==> config.mk <==
export PLATFORM = sky130hd
export DESIGN_NAME = gait_phase_sequencer
export DESIGN_NICKNAME = d
export VERILOG_FILES = /design/src/sv/gps_pkg.sv /design/src/sv/gps_ctrl.sv /design/src/sv/gps_datapath.sv /design/src/sv/gait_phase_sequencer.sv
export SDC_FILE = /design/constraint.sdc
export NUM_CORES = 2
export LEC_CHECK = 0
export ABC_AREA = 1
export BUFFER_PORTS_ARGS = -buffer_cell sky130_fd_sc_hd__buf_2
export CAP_MARGIN = 10
export CORE_ASPECT_RATIO = 0.7
export CORE_MARGIN = 3
export CORE_UTILIZATION = 39
export DETAILED_ROUTE_END_ITERATION = 8
export PLACE_DENSITY = 0.62
export SLEW_MARGIN = 0
export SYNTH_ARGS = -nofsm -noshare
export SYNTH_HDL_FRONTEND = slang
export SYNTH_HIERARCHICAL = 1
export SYNTH_SLANG_ARGS = --single-unit
export TNS_END_PERCENT = 5
==> constraint.sdc <==
create_clock -name clk -period 4.49 [get_ports clk]
set_input_delay 0.2245 -clock clk [delete_from_list [all_inputs] [get_ports clk]]
set_output_delay 0.2245 -clock clk [all_outputs]
set_load 0.03 [all_outputs]
==> src/sv/gps_pkg.sv <==
// ----------------------------------------------------------------------------
// gps_pkg
// Shared types, codes and constants for the gait phase sequencer.
// ----------------------------------------------------------------------------
package gps_pkg;

    localparam int MAX_PHASES_DEF = 16;
    localparam int NUM_LEGS       = 4;
    localparam int SLOTS          = 4;

    localparam logic [2:0]  LEG_LIMIT     = 3'((NUM_LEGS < SLOTS) ? NUM_LEGS : SLOTS);
    localparam logic [15:0] TIMEOUT_RESET = 16'd2000;

    localparam logic [1:0] CFG_PHASE_COUNT = 2'd0;
    localparam logic [1:0] CFG_LOOP_ENABLE = 2'd1;
    localparam logic [1:0] CFG_TIMEOUT_MS  = 2'd2;

    typedef enum logic [2:0] {
        OP_TICK     = 3'd0,
        OP_START    = 3'd1,
        OP_STOP     = 3'd2,
        OP_LOAD_LEG = 3'd3,
        OP_LOAD_HDR = 3'd4
    } opcode_t;

    typedef enum logic [1:0] {
        KIND_STATUS   = 2'd0,
        KIND_SET      = 2'd1,
        KIND_STOP_LEG = 2'd2,
        KIND_STOP_ALL = 2'd3
    } kind_t;

    typedef enum logic [3:0] {
        S_IDLE,
        S_EXEC,
        S_SCAN,
        S_DECIDE,
        S_STOP,
        S_APPLY,
        S_STOP_ALL,
        S_STATUS
    } state_t;

    typedef struct packed {
        logic  capture;
        logic  init_run;
        logic  exec_load;
        logic  stop_run;
        logic  do_start;
        logic  scan_eval;
        logic  decide;
        logic  slot_inc;
        logic  slot_clr;
        logic  stop_pop;
        logic  emit;
        kind_t kind;
    } cmd_t;

    typedef struct packed {
        logic [2:0] op;
        logic       active;
        logic       eff_zero;
        logic       hdr_count_zero;
        logic       slot_last;
        logic       stop_any;
        logic       apply;
    } sts_t;

endpackage

==> src/sv/gps_ctrl.sv <==
// ----------------------------------------------------------------------------
// gps_ctrl
// Sequencing state machine: decode, entry walk, phase decision, result beats.
// ----------------------------------------------------------------------------
module gps_ctrl (
    input  logic           clk,
    input  logic           rst_n,
    input  logic           start,
    output logic           busy,
    input  gps_pkg::sts_t  sts,
    output gps_pkg::cmd_t  cmd
);

    gps_pkg::state_t state_reg;
    gps_pkg::state_t state_next;

    always_ff @(posedge clk or negedge rst_n)
    begin
        if (!rst_n)
        begin
            state_reg <= gps_pkg::S_IDLE;
        end
        else
        begin
            state_reg <= state_next;
        end
    end

    always_comb
    begin
        state_next = state_reg;
        cmd        = '0;
        cmd.kind   = gps_pkg::KIND_STATUS;
        case (state_reg)
            gps_pkg::S_IDLE:
            begin
                if (start)
                begin
                    cmd.capture = 1'b1;
                    state_next  = gps_pkg::S_EXEC;
                end
            end
            gps_pkg::S_EXEC:
            begin
                cmd.init_run = 1'b1;
                case (sts.op)
                    gps_pkg::OP_TICK:
                    begin
                        if (!sts.active)
                        begin
                            state_next = gps_pkg::S_STATUS;
                        end
                        else if (sts.hdr_count_zero)
                        begin
                            state_next = gps_pkg::S_DECIDE;
                        end
                        else
                        begin
                            cmd.slot_inc = 1'b1;
                            state_next   = gps_pkg::S_SCAN;
                        end
                    end
                    gps_pkg::OP_START:
                    begin
                        if (sts.eff_zero)
                        begin
                            state_next = gps_pkg::S_STATUS;
                        end
                        else
                        begin
                            cmd.do_start = 1'b1;
                            state_next   = gps_pkg::S_STOP;
                        end
                    end
                    gps_pkg::OP_STOP:
                    begin
                        cmd.stop_run = 1'b1;
                        state_next   = gps_pkg::S_STOP_ALL;
                    end
                    gps_pkg::OP_LOAD_LEG, gps_pkg::OP_LOAD_HDR:
                    begin
                        cmd.exec_load = 1'b1;
                        state_next    = gps_pkg::S_STATUS;
                    end
                    default:
                    begin
                        state_next = gps_pkg::S_STATUS;
                    end
                endcase
            end
            gps_pkg::S_SCAN:
            begin
                cmd.scan_eval = 1'b1;
                cmd.slot_inc  = 1'b1;
                if (sts.slot_last)
                begin
                    state_next = gps_pkg::S_DECIDE;
                end
            end
            gps_pkg::S_DECIDE:
            begin
                cmd.decide   = 1'b1;
                cmd.slot_clr = 1'b1;
                state_next   = gps_pkg::S_STOP;
            end
            gps_pkg::S_STOP:
            begin
                if (sts.stop_any)
                begin
                    cmd.emit     = 1'b1;
                    cmd.kind     = gps_pkg::KIND_STOP_LEG;
                    cmd.stop_pop = 1'b1;
                end
                else if (sts.apply)
                begin
                    cmd.slot_inc = 1'b1;
                    state_next   = gps_pkg::S_APPLY;
                end
                else
                begin
                    state_next = gps_pkg::S_STATUS;
                end
            end
            gps_pkg::S_APPLY:
            begin
                if (sts.hdr_count_zero)
                begin
                    state_next = gps_pkg::S_STATUS;
                end
                else
                begin
                    cmd.emit     = 1'b1;
                    cmd.kind     = gps_pkg::KIND_SET;
                    cmd.slot_inc = 1'b1;
                    if (sts.slot_last)
                    begin
                        state_next = gps_pkg::S_STATUS;
                    end
                end
            end
            gps_pkg::S_STOP_ALL:
            begin
                cmd.emit   = 1'b1;
                cmd.kind   = gps_pkg::KIND_STOP_ALL;
                state_next = gps_pkg::S_STATUS;
            end
            gps_pkg::S_STATUS:
            begin
                cmd.emit     = 1'b1;
                cmd.kind     = gps_pkg::KIND_STATUS;
                cmd.slot_clr = 1'b1;
                state_next   = gps_pkg::S_IDLE;
            end
            default:
            begin
                state_next = gps_pkg::S_IDLE;
            end
        endcase
    end

    assign busy = (state_reg != gps_pkg::S_IDLE);

    a_idle_no_beat: assert property (@(posedge clk) disable iff (!rst_n)
        (state_reg == gps_pkg::S_IDLE) |-> !cmd.emit)
        else $error("result beat issued while idle");

    a_exec_from_idle: assert property (@(posedge clk) disable iff (!rst_n)
        (state_reg == gps_pkg::S_EXEC) |-> ($past(state_reg) == gps_pkg::S_IDLE))
        else $error("decode entered without an accepted item");

    a_scan_exit: assert property (@(posedge clk) disable iff (!rst_n)
        (state_reg == gps_pkg::S_SCAN) |=>
        (state_reg == gps_pkg::S_SCAN || state_reg == gps_pkg::S_DECIDE))
        else $error("entry scan left without a phase decision");

    a_status_ends_run: assert property (@(posedge clk) disable iff (!rst_n)
        (state_reg == gps_pkg::S_STATUS) |=> (state_reg == gps_pkg::S_IDLE))
        else $error("status beat not followed by idle");

    a_stop_drain: assert property (@(posedge clk) disable iff (!rst_n)
        (state_reg == gps_pkg::S_STOP && !sts.stop_any && !sts.apply) |=>
        (state_reg == gps_pkg::S_STATUS))
        else $error("stop drain did not close the run");

endmodule

==> src/sv/gps_datapath.sv <==
// ----------------------------------------------------------------------------
// gps_datapath
// Phase tables, run state, configuration registers and result beat register.
// ----------------------------------------------------------------------------
module gps_datapath #(
    parameter int MAX_PHASES = gps_pkg::MAX_PHASES_DEF
) (
    input  logic               clk,
    input  logic               rst_n,
    input  gps_pkg::cmd_t      cmd,
    output gps_pkg::sts_t      sts,
    input  logic [2:0]         opcode,
    input  logic [31:0]        now_ms,
    input  logic [3:0]         moving_mask,
    input  logic [3:0]         load_phase,
    input  logic [1:0]         load_slot,
    input  logic [1:0]         load_leg,
    input  logic signed [15:0] load_hip,
    input  logic signed [15:0] load_knee,
    input  logic [6:0]         load_speed,
    input  logic [2:0]         load_leg_count,
    input  logic               cfg_valid,
    output logic               cfg_ready,
    input  logic [1:0]         cfg_index,
    input  logic [15:0]        cfg_data,
    output logic               result_valid,
    output logic [1:0]         kind,
    output logic [1:0]         leg,
    output logic signed [15:0] hip_target,
    output logic signed [15:0] knee_target,
    output logic [6:0]         speed,
    output logic               running,
    output logic [3:0]         current_phase,
    output logic               last
);

    localparam int PW     = (MAX_PHASES > 1) ? $clog2(MAX_PHASES) : 1;
    localparam int EDEPTH = MAX_PHASES * gps_pkg::SLOTS;

    // captured item
    logic [2:0]  op_reg;
    logic [31:0] now_reg;
    logic [3:0]  mask_reg;
    logic [3:0]  lp_reg;
    logic [1:0]  slot_in_reg;
    logic [1:0]  leg_in_reg;
    logic [15:0] hip_in_reg;
    logic [15:0] knee_in_reg;
    logic [6:0]  speed_in_reg;
    logic [2:0]  cnt_in_reg;

    // configuration
    logic [4:0]  phase_count_reg;
    logic        loop_enable_reg;
    logic [15:0] timeout_ms_reg;

    // run state
    logic          active_reg;
    logic [PW-1:0] phase_reg;
    logic [31:0]   start_ms_reg;
    logic [1:0]    slot_reg;
    logic [1:0]    slot_d_reg;
    logic          settled_reg;
    logic          timed_reg;
    logic          apply_reg;
    logic          elapsed_ge_reg;
    logic [3:0]    stop_flag_reg;
    logic [1:0]    stop_leg_reg [gps_pkg::SLOTS];

    // tables
    logic [9:0]  hdr_mem [MAX_PHASES];
    logic [33:0] ent_mem [EDEPTH];
    logic [9:0]  hdr_q_reg;
    logic [33:0] ent_q_reg;

    // result beat
    logic        result_valid_reg;
    logic [1:0]  kind_reg;
    logic [1:0]  leg_reg;
    logic [15:0] hip_reg;
    logic [15:0] knee_reg;
    logic [6:0]  speed_reg;
    logic        running_reg;
    logic [3:0]  phase_out_reg;
    logic        last_reg;

    logic          lp_ok;
    logic [PW-1:0] lp_addr;
    logic          hdr_we;
    logic          ent_we;
    logic [2:0]    cnt_sat;
    logic [2:0]    hdr_count;
    logic [4:0]    eff_cnt;
    logic [PW:0]   next_idx;
    logic          wrap;
    logic          advance;
    logic [1:0]    ent_leg;
    logic          moving;
    logic [1:0]    stop_pick;

    assign lp_ok     = (32'(lp_reg) < MAX_PHASES);
    assign lp_addr   = PW'(lp_reg);
    assign hdr_we    = cmd.exec_load && !active_reg && lp_ok
                       && (op_reg == gps_pkg::OP_LOAD_HDR);
    assign ent_we    = cmd.exec_load && !active_reg && lp_ok
                       && (op_reg == gps_pkg::OP_LOAD_LEG);
    assign cnt_sat   = (cnt_in_reg > gps_pkg::LEG_LIMIT) ? gps_pkg::LEG_LIMIT : cnt_in_reg;
    assign hdr_count = hdr_q_reg[2:0];
    assign eff_cnt   = (32'(phase_count_reg) > MAX_PHASES) ? 5'(MAX_PHASES)
                                                           : phase_count_reg;
    assign next_idx  = {1'b0, phase_reg} + 1'b1;
    assign wrap      = (32'(next_idx) >= 32'(eff_cnt));
    assign advance   = settled_reg || timed_reg;
    assign ent_leg   = ent_q_reg[33:32];
    assign moving    = mask_reg[ent_leg];

    always_comb
    begin
        stop_pick = '0;
        for (int i = gps_pkg::SLOTS - 1; i >= 0; i--)
        begin
            if (stop_flag_reg[i])
            begin
                stop_pick = 2'(i);
            end
        end
    end

    always_ff @(posedge clk)
    begin
        if (cmd.capture)
        begin
            op_reg       <= opcode;
            now_reg      <= now_ms;
            mask_reg     <= moving_mask;
            lp_reg       <= load_phase;
            slot_in_reg  <= load_slot;
            leg_in_reg   <= load_leg;
            hip_in_reg   <= load_hip;
            knee_in_reg  <= load_knee;
            speed_in_reg <= load_speed;
            cnt_in_reg   <= load_leg_count;
        end
    end

    always_ff @(posedge clk or negedge rst_n)
    begin
        if (!rst_n)
        begin
            phase_count_reg <= '0;
            loop_enable_reg <= 1'b0;
            timeout_ms_reg  <= gps_pkg::TIMEOUT_RESET;
        end
        else if (cfg_valid)
        begin
            case (cfg_index)
                gps_pkg::CFG_PHASE_COUNT: phase_count_reg <= cfg_data[4:0];
                gps_pkg::CFG_LOOP_ENABLE: loop_enable_reg <= cfg_data[0];
                gps_pkg::CFG_TIMEOUT_MS:  timeout_ms_reg  <= cfg_data;
                default: ;
            endcase
        end
    end

    always_ff @(posedge clk)
    begin
        if (hdr_we)
        begin
            hdr_mem[lp_addr] <= {speed_in_reg, cnt_sat};
        end
        hdr_q_reg <= hdr_mem[phase_reg];
    end

    always_ff @(posedge clk)
    begin
        if (ent_we)
        begin
            ent_mem[{lp_addr, slot_in_reg}] <= {leg_in_reg, hip_in_reg, knee_in_reg};
        end
        ent_q_reg  <= ent_mem[{phase_reg, slot_reg}];
        slot_d_reg <= slot_reg;
    end

    always_ff @(posedge clk or negedge rst_n)
    begin
        if (!rst_n)
        begin
            active_reg    <= 1'b0;
            phase_reg     <= '0;
            start_ms_reg  <= '0;
            slot_reg      <= '0;
            settled_reg   <= 1'b1;
            timed_reg     <= 1'b0;
            apply_reg     <= 1'b0;
            stop_flag_reg <= '0;
        end
        else
        begin
            if (cmd.slot_clr)
            begin
                slot_reg <= '0;
            end
            else if (cmd.slot_inc)
            begin
                slot_reg <= slot_reg + 2'd1;
            end

            if (cmd.init_run)
            begin
                settled_reg   <= 1'b1;
                timed_reg     <= 1'b0;
                stop_flag_reg <= '0;
                apply_reg     <= cmd.do_start;
            end

            if (cmd.do_start)
            begin
                active_reg   <= 1'b1;
                phase_reg    <= '0;
                start_ms_reg <= now_reg;
            end

            if (cmd.stop_run)
            begin
                active_reg <= 1'b0;
            end

            if (cmd.scan_eval && moving)
            begin
                if (elapsed_ge_reg)
                begin
                    timed_reg                 <= 1'b1;
                    stop_flag_reg[slot_d_reg] <= 1'b1;
                end
                else
                begin
                    settled_reg <= 1'b0;
                end
            end

            if (cmd.stop_pop)
            begin
                stop_flag_reg[stop_pick] <= 1'b0;
            end

            if (cmd.decide && advance)
            begin
                if (wrap && !loop_enable_reg)
                begin
                    active_reg <= 1'b0;
                end
                else
                begin
                    phase_reg    <= wrap ? '0 : next_idx[PW-1:0];
                    start_ms_reg <= now_reg;
                    apply_reg    <= 1'b1;
                end
            end
        end
    end

    always_ff @(posedge clk)
    begin
        if (cmd.init_run)
        begin
            elapsed_ge_reg <= ((now_reg - start_ms_reg) >= {16'd0, timeout_ms_reg});
        end
        if (cmd.scan_eval && moving && elapsed_ge_reg)
        begin
            stop_leg_reg[slot_d_reg] <= ent_leg;
        end
    end

    always_ff @(posedge clk or negedge rst_n)
    begin
        if (!rst_n)
        begin
            result_valid_reg <= 1'b0;
        end
        else
        begin
            result_valid_reg <= cmd.emit;
        end
    end

    always_ff @(posedge clk)
    begin
        if (cmd.emit)
        begin
            kind_reg      <= cmd.kind;
            running_reg   <= active_reg;
            phase_out_reg <= 4'(phase_reg);
            last_reg      <= (cmd.kind == gps_pkg::KIND_STATUS);
            case (cmd.kind)
                gps_pkg::KIND_SET:
                begin
                    leg_reg   <= ent_leg;
                    hip_reg   <= ent_q_reg[31:16];
                    knee_reg  <= ent_q_reg[15:0];
                    speed_reg <= hdr_q_reg[9:3];
                end
                gps_pkg::KIND_STOP_LEG:
                begin
                    leg_reg   <= stop_leg_reg[stop_pick];
                    hip_reg   <= '0;
                    knee_reg  <= '0;
                    speed_reg <= '0;
                end
                default:
                begin
                    leg_reg   <= '0;
                    hip_reg   <= '0;
                    knee_reg  <= '0;
                    speed_reg <= '0;
                end
            endcase
        end
    end

    assign sts.op             = op_reg;
    assign sts.active         = active_reg;
    assign sts.eff_zero       = (eff_cnt == 5'd0);
    assign sts.hdr_count_zero = (hdr_count == 3'd0);
    assign sts.slot_last      = (({1'b0, slot_d_reg} + 3'd1) >= hdr_count);
    assign sts.stop_any       = |stop_flag_reg;
    assign sts.apply          = apply_reg;

    assign cfg_ready     = 1'b1;
    assign result_valid  = result_valid_reg;
    assign kind          = kind_reg;
    assign leg           = leg_reg;
    assign hip_target    = $signed(hip_reg);
    assign knee_target   = $signed(knee_reg);
    assign speed         = speed_reg;
    assign running       = running_reg;
    assign current_phase = phase_out_reg;
    assign last          = last_reg;

endmodule

==> src/sv/gait_phase_sequencer.sv <==
// ----------------------------------------------------------------------------
// gait_phase_sequencer
// Gait phase table with timed phase advance and leg command beats.
// ----------------------------------------------------------------------------
// An item is taken when start is high and busy is low; busy then stays high
// until the closing status beat has been issued. Results come out one beat a
// cycle on result_valid, which the receiver must take as it comes. Loads,
// unknown opcodes and idle ticks give only the closing status beat; a tick
// that scans four entries, stops four legs and applies a new phase runs
// longest: the leg entry table has one registered read port, so entries are
// walked one per cycle, once to check the moving flags and once to issue
// set-target beats. Tables need loading before use; there is no clearing
// pass. Configuration writes are always ready.
// ----------------------------------------------------------------------------
module gait_phase_sequencer #(
    parameter int MAX_PHASES = gps_pkg::MAX_PHASES_DEF
) (
    input  logic               clk,
    input  logic               rst_n,
    input  logic               start,
    output logic               busy,
    input  logic [2:0]         opcode,
    input  logic [31:0]        now_ms,
    input  logic [3:0]         moving_mask,
    input  logic [3:0]         load_phase,
    input  logic [1:0]         load_slot,
    input  logic [1:0]         load_leg,
    input  logic signed [15:0] load_hip,
    input  logic signed [15:0] load_knee,
    input  logic [6:0]         load_speed,
    input  logic [2:0]         load_leg_count,
    input  logic               cfg_valid,
    output logic               cfg_ready,
    input  logic [1:0]         cfg_index,
    input  logic [15:0]        cfg_data,
    output logic               result_valid,
    output logic [1:0]         kind,
    output logic [1:0]         leg,
    output logic signed [15:0] hip_target,
    output logic signed [15:0] knee_target,
    output logic [6:0]         speed,
    output logic               running,
    output logic [3:0]         current_phase,
    output logic               last
);

    gps_pkg::cmd_t cmd;
    gps_pkg::sts_t sts;

    gps_ctrl u_ctrl (
        .clk   (clk),
        .rst_n (rst_n),
        .start (start),
        .busy  (busy),
        .sts   (sts),
        .cmd   (cmd)
    );

    gps_datapath #(
        .MAX_PHASES (MAX_PHASES)
    ) u_datapath (
        .clk            (clk),
        .rst_n          (rst_n),
        .cmd            (cmd),
        .sts            (sts),
        .opcode         (opcode),
        .now_ms         (now_ms),
        .moving_mask    (moving_mask),
        .load_phase     (load_phase),
        .load_slot      (load_slot),
        .load_leg       (load_leg),
        .load_hip       (load_hip),
        .load_knee      (load_knee),
        .load_speed     (load_speed),
        .load_leg_count (load_leg_count),
        .cfg_valid      (cfg_valid),
        .cfg_ready      (cfg_ready),
        .cfg_index      (cfg_index),
        .cfg_data       (cfg_data),
        .result_valid   (result_valid),
        .kind           (kind),
        .leg            (leg),
        .hip_target     (hip_target),
        .knee_target    (knee_target),
        .speed          (speed),
        .running        (running),
        .current_phase  (current_phase),
        .last           (last)
    );

endmodule
==> summary.md <==
| Metric | Value |
|---|---|
| Final setup violating endpoints | 0 |
| Ports | 163 |
| Synth Register Bits | 2,601 |
| Distinct cells, synth | 50 |
| Max reg flops | 2,176 |
| Sequential share of the synthesized area | 0.753 |
| CTS tree | built |
| Antenna violations before repair | 3 |
| Fraction of the mapped netlist area in compound gates | 0.114 |
| Family with the most delay on the worst path | simple AND/OR/NAND/NOR gates |
| Placed wire-length estimate | 165,000 microns |
| Slowest CP cell | buf_4 |
| Synth Cell Area | 103,000 sq um |
| Fin. max-slew vios | 0 |
| Adder-cell share of the synthesized area | 0.00787 |
| M2 GR Usage | 0.302 |
| Core Area | 260,000 sq um |
| Via density per instance | 5.68 |
| Drt pass-1 iters | 6 |
| H-Tree Depth | 5 |
| CTS max path bufs | 4 |
| Buf/Inv on CP | 5 |
| Peak supply drop | 0.858 mV |
| Global-route wire length before repair | 428,000 microns |
| Via Count | 66,762 |
| Largest net degree at the start of global routing | 193 |
| IO Port Bufs | 161 |
| Critical path cell sequence | inv_2 > nand2_1 > nor2_4 > inv_1 > nor2_1 > nand2_1 > nor3_1 > inv_1 > nor2_1 > nand3_1 > buf_4 > nor2_4 > buf_4 |
| Leakage | 0.0393 uW |
| Final min period | 3790 ps |
| Synthesized Nets | 8,008 |
| Die H | 435 microns |
| RSZ-0062 raised after global routing | no |
| Largest family of logic cells by synthesized area | compound AO/OA/AOI/OAI gates |
| Proportion of synthesized area in mux cells | 0 |
| Worst setup EP type | flip-flop |
| Root Buffer | clkbuf_16 |
| Post-CTS Setup Inserts | 0 |
| Syn Inst Count | 7,833 |
| Critical path type | reg -> reg |
| Cts repair resizes | 0 |
| Number of enable flip-flop cells after synthesis | 2,483 |
| Status | finished, final reports clean |
| Post-route ant nets | 0 |
| DP Cell Count | 11,175 |
| Initial Utilization | 0.395 |
| GR Util met1 | 0.325 |
| Global Route Usage Sum | 0.211 |
| Max-cap viol count | 0 |
| Number of global-route vias before repair | 62,248 |
| Hold slack | 82.7 ps |
| Grt peak-use layer | met1 |
| Final GP Congestion | 0.861 |
| Initial DRC count | 9,673 |
| Met3 Use GR | 0.0386 |
| Commonest non-fill, non-tap cell in the layout | edfxtp_1 |
| Main synth FF type | edfxtp_1 |
| DR DRC count | 0 |
| Power per cell area | 597 nW/um^2 |
| Slew HR | 0.162 |
| Crit-path max FO | 34 |
| Crit path launch type | flip-flop |
| Async SR Flop Fraction | 0.0277 |
| Crit share post-route | 0.845 |
| Post-CTS Hold Fix Bufs | 114 |
| Simple-gate portion of the synthesized area | 0.0912 |
| Synth Area in XOR/XNOR | 0.00153 |
| Critical Path AT | 4240 ps |
| Die W | 619 microns |
| Setup TNS Final | 0 ps |
| Syn avg cell area | 13.1 sq um |
| Nets | 8,259 |
| Most frequent cells in the layout | edfxtp_1 (2,483), nor2_1 (1,252), o21ai_0 (1,157) |
| Synth warn | 6 |
| Wire length per cell | 24.9 microns |
| Final Instance Count excl. Fillers | 11,762 |
| Slew @ Worst Pin | 1260 ps |
| Layout cells sized above 1 | 0.101 |
| Hold WC Path Type | in -> reg |
| Largest stage delay, worst path | 560 ps |
| Clock-pin slew on the worst setup and hold paths | 60 ps |
| Skew-Pair Late Insertion Delay | 840 ps |
| CP required | 4930 ps |
| TritonCTS buffer count | 268 |
| Worst Clk Skew | 48.1 ps |
| Total wire length | 293,000 microns |
| TritonCTS Sinks | 2,601 |
| Final hold vios | 0 |
| Synthesis-to-layout area growth | 15.0% |
| GR Overflow Total | 0 |
| Num rows | 156 |
| Die area | 270,000 sq um |
| Fmax | 264 MHz |
worst reg2reg max path, stage by stage (launching register included):
cell and delay [ps]:
dfrtp_1 440, inv_2 130, nand2_1 140, nor2_4 250, inv_1 130, nor2_1 130
nand2_1 80, nor3_1 480, inv_1 150, nor2_1 230, nand3_1 250, buf_4 300
nor2_4 100, buf_4 560
cell families after synthesis:
group                      after synthesis
and+or+nand+nor                       2337
AOI/OAI and AO/OA                     2018
xor gates and xnor gates                18
DFF                                   2601
buffers and inverters                  794
other                                    1
adders and majority gates               64
through the flow:
step / cell area, sq um / power, uW / util / setup slack [ps]
after floorplan: 103000 / 41300 / - / 855
after global placement: 108000 / 48700 / 0.417 / 702
after detailed placement: 108000 / 49000 / 0.417 / 721
after CTS: 118000 / 70600 / 0.454 / 673
after global routing: 118000 / 73500 / 0.454 / 472
final: 118000 / 70500 / 0.454 / 697
where the power goes:
group / internal (uW) / total (uW) / switching, uW
clock network: 12600 / 21600 / 9050
logic: 5320 / 20400 / 15000
registers: 27800 / 28500 / 718
total: 45700 / 70500 / 24800
cell type report:
| type | instances | area, sq um |
|---|---|---|
| diodes | 3 | 7.51 |
| flip-flops and latches | 2601 | 77300 |
| multi-input cells | 4438 | 22500 |
| well taps | 3476 | 4350 |
| repair buffers | 489 | 4300 |
| fillers | 22790 | 142000 |
| clock inverters | 115 | 973 |
| inverters | 286 | 1120 |
| clock buffers | 354 | 7470 |
worst paths after layout:
path / slack [ps] / depth (start not counted) / from / end
min: 80 / 3 / cfg_index[1] / u_datapath/timeout_ms_reg[14]
max in group asynchronous: 3570 / 2 / rst_n / u_datapath/phase_reg[0]
max reg2reg: 700 / 13 / u_ctrl/state_reg[2] / u_datapath/ent_mem[35][5]
min in group asynchronous: 160 / 2 / rst_n / u_datapath/start_ms_reg[12]
min reg2reg: 480 / 2 / u_datapath/timeout_ms_reg[2] / u_datapath/timeout_ms_reg[2]
max: 700 / 13 / u_ctrl/state_reg[2] / u_datapath/ent_mem[35][5]
routing by layer:
layer  vias to the layer above  part of all wire
li1                      29513                 -
met1                     33276              0.44
met2                      3526              0.43
met3                       447              0.10
met4                         0             0.029
met5                         -                 0
cells in the mapped netlist (2+ instances only):
master / n / area share
o221ai_1: 210 / 0.018
nor2_2: 3 / 0.00018
buf_4: 35 / 0.0026
nor3_1: 10 / 0.00049
nor4_1: 3 / 0.00018
nand2_1: 642 / 0.023
dfstp_2: 7 / 0.0018
a32o_1: 4 / 0.00039
clkbuf_2: 15 / 0.00073
xor2_1: 16 / 0.0014
o21ai_1: 43 / 0.0021
nand4_1: 61 / 0.0037
nor2_1: 1317 / 0.048
clkbuf_1: 283 / 0.010
a221oi_1: 31 / 0.0026
inv_2: 7 / 0.00026
a21oi_1: 136 / 0.0066
and3_1: 3 / 0.00018
a22oi_1: 11 / 0.00080
nand2_2: 4 / 0.00024
xnor2_1: 2 / 0.00017
dfxtp_1: 46 / 0.0090
buf_2: 141 / 0.0069
nand3_1: 284 / 0.014
o21ai_0: 1157 / 0.056
dfrtp_1: 65 / 0.016
o211ai_1: 75 / 0.0055
edfxtp_1: 2483 / 0.73
nand3b_1: 4 / 0.00029
inv_1: 277 / 0.010
ha_1: 63 / 0.0077
buf_1: 24 / 0.00088
o21a_1: 4 / 0.00029
and2_1: 3 / 0.00018
o22ai_1: 340 / 0.021
buf_6: 10 / 0.0011
No activity file was read; power rests on OpenSTA's default activity.
